[src/design/rwts_pkg.sv]
// Shared constants, types and helpers for the random-walk transition block.
package rwts_pkg;

    localparam int unsigned MaxNodes     = 1024;
    localparam int unsigned MaxEdgeSlots = 8192;
    localparam int unsigned NodeW        = $clog2(MaxNodes);
    localparam int unsigned SlotW        = $clog2(MaxEdgeSlots);
    localparam int unsigned CountW       = 11;
    localparam int unsigned MassW        = 32;
    localparam int unsigned DegW         = 10;
    localparam int unsigned KindW        = 3;
    localparam int unsigned IndexW       = 13;
    localparam int unsigned RowW         = SlotW + DegW;

    localparam logic [KindW-1:0] KindLoadRow  = 3'd0;
    localparam logic [KindW-1:0] KindLoadNbr  = 3'd1;
    localparam logic [KindW-1:0] KindLoadMass = 3'd2;
    localparam logic [KindW-1:0] KindStep     = 3'd3;
    localparam logic [KindW-1:0] KindRead     = 3'd4;

    localparam logic [MassW-1:0] MassMax = '1;

    // Divider interface between the walker and the divide unit.
    typedef struct packed {
        logic             start;
        logic [MassW-1:0] dividend;
        logic [DegW-1:0]  divisor;
    } t_div_req;

    typedef struct packed {
        logic             done;
        logic [MassW-1:0] quotient;
    } t_div_rsp;

    function automatic logic [MassW-1:0] sat_add(input logic [MassW-1:0] a,
                                                 input logic [MassW-1:0] b);
        logic [MassW:0] s;
        s = {1'b0, a} + {1'b0, b};
        return s[MassW] ? MassMax : s[MassW-1:0];
    endfunction

endpackage

[src/design/rwts_div.sv]
// Restoring divider: 32-bit mass by 10-bit degree, one quotient bit a cycle.
module rwts_div
    import rwts_pkg::*;
(
    input  logic     i_clk,
    input  logic     i_rst_n,
    input  t_div_req i_req,
    output t_div_rsp o_rsp
);
    logic [MassW-1:0]         r_quo, n_quo;
    logic [DegW:0]            r_rem, n_rem;
    logic [DegW-1:0]          r_dvs;
    logic [$clog2(MassW)-1:0] r_cnt;
    logic                     r_busy, r_done;
    logic [DegW:0]            trial;

    always_comb begin
        trial = {r_rem[DegW-1:0], r_quo[MassW-1]};
        n_quo = {r_quo[MassW-2:0], 1'b0};
        n_rem = trial;
        if (trial >= {1'b0, r_dvs}) begin
            n_rem    = trial - {1'b0, r_dvs};
            n_quo[0] = 1'b1;
        end
    end

    always_ff @(posedge i_clk) begin
        if (!i_rst_n) begin
            r_busy <= 1'b0;
            r_done <= 1'b0;
            r_cnt  <= '0;
        end else begin
            r_done <= 1'b0;
            if (i_req.start) begin
                r_busy <= 1'b1;
                r_cnt  <= '0;
                r_quo  <= i_req.dividend;
                r_rem  <= '0;
                r_dvs  <= i_req.divisor;
            end else if (r_busy) begin
                r_quo <= n_quo;
                r_rem <= n_rem;
                r_cnt <= r_cnt + 1'b1;
                if (r_cnt == $clog2(MassW)'(MassW - 1)) begin
                    r_busy <= 1'b0;
                    r_done <= 1'b1;
                end
            end
        end
    end

    assign o_rsp.done     = r_done;
    assign o_rsp.quotient = r_quo;
endmodule

[config.mk]
export PLATFORM = sky130hd
export DESIGN_NAME = rwts_div
export DESIGN_NICKNAME = d
export VERILOG_FILES = /design/src/design/rwts_pkg.sv /design/src/design/rwts_div.sv
export SDC_FILE = /design/constraint.sdc
export NUM_CORES = 1
export LEC_CHECK = 0
export ABC_AREA = 0
export BUFFER_PORTS_ARGS = -buffer_cell sky130_fd_sc_hd__clkbuf_2
export CAP_MARGIN = 20
export CORE_UTILIZATION = 49
export CTS_BUF_LIST = sky130_fd_sc_hd__clkbuf_4 sky130_fd_sc_hd__clkbuf_8
export DETAILED_ROUTE_END_ITERATION = 8
export GPL_TIMING_DRIVEN = 0
export PLACE_DENSITY = 0.78
export SYNTH_ARGS = -nofsm -noshare
export SYNTH_HDL_FRONTEND = slang
export SYNTH_SLANG_ARGS = --single-unit
[constraint.sdc]
create_clock -name i_clk -period 2.34 [get_ports i_clk]
set_input_delay 0.234 -clock i_clk [delete_from_list [all_inputs] [get_ports i_clk]]
set_output_delay 0.234 -clock i_clk [all_outputs]
set_load 0.005 [all_outputs]
==> results of run 1 <==
how the worst max path moves through the flow:
stage | startpoint | to | slack [ns] | cells after the start
3_5_place_dp | r_rem[5] | r_rem[4] | -0.03 | 8
2_1_floorplan | r_rem[7] | r_quo[0] | 0.14 | 7
3_3_place_gp | r_busy | r_quo[10] | -0.16 | 2
6_report | r_rem[4] | r_rem[4] | 0.12 | 8
5_1_grt | r_rem[4] | r_rem[4] | -0.01 | 8
4_1_cts | r_rem[7] | r_quo[0] | 0.07 | 7
area by class of cell:
type | count | area, µm² | share of cell area [%]
Sequential cell | 59 | 1700 | 46.5
Multi-Input combinational cell | 131 | 1180 | 32.2
Timing Repair Buffer | 80 | 423 | 11.6
Clock buffer | 13 | 154 | 4.20
Tap cell | 72 | 90.1 | 2.46
Inverter | 15 | 56.3 | 1.54
Buffer | 8 | 41.3 | 1.13
Clock inverter | 3 | 15.0 | 0.410
per-stage QoR:
stage	setup WS (ns)	hold slack [ns]
6_report	0.121	0.0717
5_1_grt	-0.0144	0.0479
4_1_cts	0.0727	0.0516
3_5_place_dp	-0.0290	0.413
3_3_place_gp	-0.161	0.411
2_1_floorplan	0.144	0.333
per-layer routing:
layer,track usage [%],up-vias,part of all wire [%],wire [µm]
met5,0,-,0,0
met3,7.20,7,6.8,389
met4,10.4,0,1.6,93
li1,-,970,-,-
met1,24.5,954,43,2450
met2,31.3,69,48,2750
cells by family (layout without fill, tap and decap cells):
| group | after synthesis | in the layout | synth area share [%] |
|---|---|---|---|
| buffers and inverters | 23 | 119 | 3.32 |
| AND/OR/NAND/NOR | 41 | 41 | 6.90 |
| multiplexers | 41 | 41 | 15.5 |
| flip-flops | 59 | 59 | 57.9 |
| XOR/XNOR | 9 | 9 | 2.68 |
| adder cells (fa/ha/maj) | 13 | 13 | 5.79 |
| AO/OA/AOI/OAI | 27 | 27 | 7.92 |
sequential cells by signal, indices dropped and copies added, names as in the netlist:
register	count
r_busy	1
r_cnt	5
r_done	1
r_dvs	10
r_quo	32
r_rem	10
what timing repair did:
action | 4_1_cts | 5_1_grt
setup buffers | 3 | 0
gates cloned | 0 | 0
hold buffers | 0 | 0
gates resized for setup | 0 | 5
endpoints found under the setup margin | 6 | 8
pin swaps | 2 | 4
synth_stat cells, types with 2 or more instances:
cell | count | share of area (%)
edfxtp_1 | 52 | 53
a21o_1 | 3 | 0.77
mux2i_1 | 8 | 2.7
a211oi_2 | 2 | 0.85
buf_1 | 2 | 0.26
o21ai_0 | 2 | 0.34
inv_1 | 15 | 1.9
dfxtp_1 | 7 | 4.8
xnor2_1 | 7 | 2.1
o21a_1 | 3 | 0.77
ha_1 | 12 | 5.1
nand2_1 | 7 | 0.89
nor2_1 | 19 | 2.4
clkbuf_1 | 4 | 0.51
mux2_2 | 32 | 12
a21oi_1 | 3 | 0.51
xor2_1 | 2 | 0.60
nand3_1 | 2 | 0.34
a31oi_1 | 2 | 0.43
nand2b_1 | 3 | 0.64
power by group:
group	leakage [nW]	switching (mW)	total (mW)	internal, mW
Combinational	0.903	0.284	0.580	0.297
Clock	0.0948	0.381	0.808	0.426
Sequential	0.553	0.0404	1.29	1.24
Total	1.55	0.705	2.67	1.97
==> impl_metrics.yaml, run 1 <==
die:
  io-pin-count: 78
  die_w_um: 79.4
  start_util_pct: 52.1
  dieArea_um2: 6310
  num_rows: 27
  die_h_um: 79.4
  core_area_um2: 5640
logic_synthesis:
  synth_edf_count: 52
  synth-seq-area-share_pct: 57.9
  ys.warnings.count: 0
  synth-main-ff-cell: "edfxtp_1"
  synthCells: 213
  synth.distinct_cells: 46
  ys_ff_latch: 59
  syn_nets: 271
  synth.avg_cell_area_um2: 13.8
  async_reset_ff_share_pct: 0
  syn-cell-area_um2: 2940
sta:
  finalMaxSlewViolations: 0
  setup_viol: 0
  finClkSkew_ns: 0.00730
  fmaxAchievable_mhz: 451
  fin_tns_setup_ns: 0
  max_slew.worst_pin.slew_ns: 0.576
  hold_viol: 0
  max_slew_margin_pct: 61.6
  period_minus_slack_ns: 2.22
  timing.final.crit_share_pct: 94.8
final_layout:
  n_fill_cell: 410
  final_cells: 381
  num-nets-final: 362
  layout-drive-gt1-share_pct: 46.9
  area_growth_pct: 24.6
  final_util_pct: 64.9
  final_area_um2: 3660
  num_antenna_cells: 0
  mostFrequentLayoutCells: "clkbuf_2 (76), edfxtp_1 (52), mux2_2 (32)"
  final_common_cell: "clkbuf_2"
grt:
  grt_pass1_wl_mm: 9.30
  grt_pass1_vias: 2072
  overflow: 0
  grt_max_degree: 36
  grt_util_all_layers_pct: 20.1
  antenna_found_initial: 0
routing:
  drt_first_pass_iters: 4
  drcViolationCount: 0
  wl_per_cell_um: 14.9
  initialDrtViolationCount: 87
  via_count: 2000
  wl_mm: 5.68
  viasPerCell: 5.25
  drtAntennaViolNets: 0
setup_path:
  required_ns: 2.41
  path_buf_inv: 1
  reg2reg_depth: 8
  start_kind: "flip-flop"
  crit_path_end_kind: "flip-flop"
  path_class: "reg -> reg"
  crit_fanout: 10
  worstPathArrival_ns: 2.29
  worst_r2r_startpoint: "r_rem[4]"
  r2r-end: "r_rem[4]"
  max_stage_delay_ns: 0.41
  regToRegSetupSlack_ns: 0.12
  crit_path_top_delay_cell: "edfxtp_1"
  critPathTopFamily: "simple AND/OR/NAND/NOR gates"
  crit_chain: "ha_1 > nand2_1 > nor3_4 > nor2b_4 > a22oi_2 > buf_6 > mux2i_2 > nor2_1"
worst_hold_path:
  hold_path_class: "in -> reg"
  holdPathEnd: "r_dvs[4]"
  whs_path_depth: 1
  min_from: "i_req[4]"
run_status:
  outcome: "completed"
place:
  hpwlAfterDp_mm: 4.13
  io_buffers: 76
  placedCellCount: 362
  globalplace.congestion: 0.769
  dpl_cell_area_um2: 3430
clocking:
  cts.htree.levels: 3
  cts_tree: "done"
  cts.sinks: 59
  cts_made_buffers: 9
  clk_latency_ns: 0.33
  clk_path_buf_depth: 2
  root_buffer: "clkbuf_8"
  clk_pin_slew_ns: 0.06
job:
  drv_cap: 0
pwr:
  totalPowerFinal_mw: 2.67
  power.density_nw_per_um2: 730
  irDropWorstVdd_v: 0.000486
  leakagePower_nw: 1.55
No activity file was read; power rests on OpenSTA's default activity.
==> run 2, diff against run 1 <==
--- a/config.mk
+++ b/config.mk
@@ -8,6 +8,8 @@
 export ABC_AREA = 0
 export BUFFER_PORTS_ARGS = -buffer_cell sky130_fd_sc_hd__clkbuf_2
 export CAP_MARGIN = 20
+export CORE_ASPECT_RATIO = 0.75
+export CORE_MARGIN = 3
 export CORE_UTILIZATION = 49
 export CTS_BUF_LIST = sky130_fd_sc_hd__clkbuf_4 sky130_fd_sc_hd__clkbuf_8
 export DETAILED_ROUTE_END_ITERATION = 8
==> run 2 against run 1 <==
Final area is 1.5% higher. Critical path depth is 1 higher. Cell count is 1.3% higher. Fmax is 2.7% lower. Die area is 10% higher. Utilization is 2.0 points higher.
==> impl_metrics.yaml, run 2 (same netlist as run 1, synthesis figures left out) <==
sta:
  fmaxAchievable_mhz: 439
  setup_viol: 0
  fin_ws_ns: 0.0601
  finClkSkew_ns: 0.0119
  whs_ns: 0.0720
  max_slew_margin_pct: 60.9
  period_minus_slack_ns: 2.28
  max_slew.worst_pin.slew_ns: 0.586
  finalMaxSlewViolations: 0
  fin_tns_setup_ns: 0
  timing.final.crit_share_pct: 97.4
  hold_viol: 0
routing:
  initialDrtViolationCount: 115
  drcViolationCount: 0
  viasPerCell: 5.06
  via_count: 1955
  drt_first_pass_iters: 4
  wl_per_cell_um: 15.4
  drtAntennaViolNets: 0
  wl_mm: 5.94
die:
  die_w_um: 95.4
  die_h_um: 73.1
  io-pin-count: 78
  num_rows: 23
  dieArea_um2: 6970
  start_util_pct: 52.9
  core_area_um2: 5550
pwr:
  power.density_nw_per_um2: 769
  totalPowerFinal_mw: 2.86
  irDropWorstVdd_v: 0.000604
  leakagePower_nw: 1.58
setup_path:
  start_kind: "flip-flop"
  required_ns: 2.43
  crit_fanout: 3
  crit_path_end_kind: "flip-flop"
  path_class: "reg -> reg"
  worstPathArrival_ns: 2.37
place:
  dpl_cell_area_um2: 3430
  dp_slack_ns: -0.0382
  hpwlAfterDp_mm: 4.37
  globalplace.congestion: 0.842
  io_buffers: 76
  placedCellCount: 365
final_layout:
  num-nets-final: 364
  num_antenna_cells: 0
  top_regs: "r_quo x32, r_dvs x10, r_rem x10"
  final_cells: 386
  area_growth_pct: 26.4
  mostFrequentLayoutCells: "clkbuf_2 (76), edfxtp_1 (52), mux2_2 (32)"
  regMostFlops: "r_quo"
  final_area_um2: 3710
  final_util_pct: 66.9
  layout-drive-gt1-share_pct: 46.6
  final_common_cell: "clkbuf_2"
  largest_reg_flops: 32
  n_fill_cell: 416
clocking:
  clk_path_buf_depth: 2
  cts.htree.levels: 3
  cts_made_buffers: 9
  cts_tree: "done"
  root_buffer: "clkbuf_8"
  cts.sinks: 59
  clk_pin_slew_ns: 0.07
  clk_latency_ns: 0.34
grt:
  overflow: 0
  grt_pass1_wl_mm: 9.32
  grt_util_all_layers_pct: 18.0
  grt_max_degree: 39
  antenna_found_initial: 0
  grt_pass1_vias: 1929
worst_hold_path:
  hold_path_class: "in -> reg"
job:
  drv_cap: 0
run_status:
  outcome: "completed"
-- run 2: changes by cell type in the layout (fill, tap and decap cells not counted), moves of 2 or more --
cell       change
mux2i_2        -2
bufinv_16      +2
clkbuf_4       -3
clkinv_2       -2
clkinv_1       +2
mux2i_1        +2
buf_4          +2
-- run 2: final timing paths --
check	from	endpoint	slack, ns	cells past startpoint
min	i_req[4]	r_dvs[4]	0.07	1
max	r_quo[31]	r_rem[6]	0.06	9
min reg2reg	r_cnt[4]	r_cnt[4]	0.52	2
max reg2reg	r_quo[31]	r_rem[6]	0.06	9
-- run 2: power by group --
group	leakage [nW]	internal, mW	total (mW)	switching [mW]
combinational	0.920	0.292	0.577	0.285
sequential	0.553	1.24	1.28	0.0380
clock	0.105	0.602	0.998	0.396
-- run 2: critical path, stage by stage, from the launching register on --
cell and delay [ns]:
edfxtp_1 0.42, inv_1 0.07, ha_1 0.22, fa_2 0.38
nor2b_2 0.14, o31a_1 0.25, o21a_1 0.15, nor2_1 0.05
xnor2_1 0.12, a31o_2 0.24
-- run 2: metal layers --
layer / track usage (%) / vias up / routed length [µm] / share of wire (%)
met1: 24.3 / 918 / 2670 / 45
met4: 8.04 / 0 / 137 / 2.3
met3: 5.46 / 15 / 381 / 6.4
met5: 0 / - / 0 / 0
li1: - / 964 / - / -
met2: 26.9 / 58 / 2750 / 46
-- run 2: layout make-up --
type	instances	area, µm²	area share, %
buffer	8	41.3	1.11
clock buffer	10	131	3.54
clock inverter	6	80.1	2.16
inverter	15	56.3	1.52
multi-input combinational	131	1170	31.6
sequential	59	1700	45.8
tap	75	93.8	2.53
timing repair buffer	82	438	11.8
-- run 2: repair_timing --
item | 4_1_cts | 5_1_grt
gates resized for setup | 0 | 6
buffers inserted | 1 | 4
pin swaps | 2 | 3
hold buffers | 0 | 0
endpoints found under the setup margin | 8 | 9
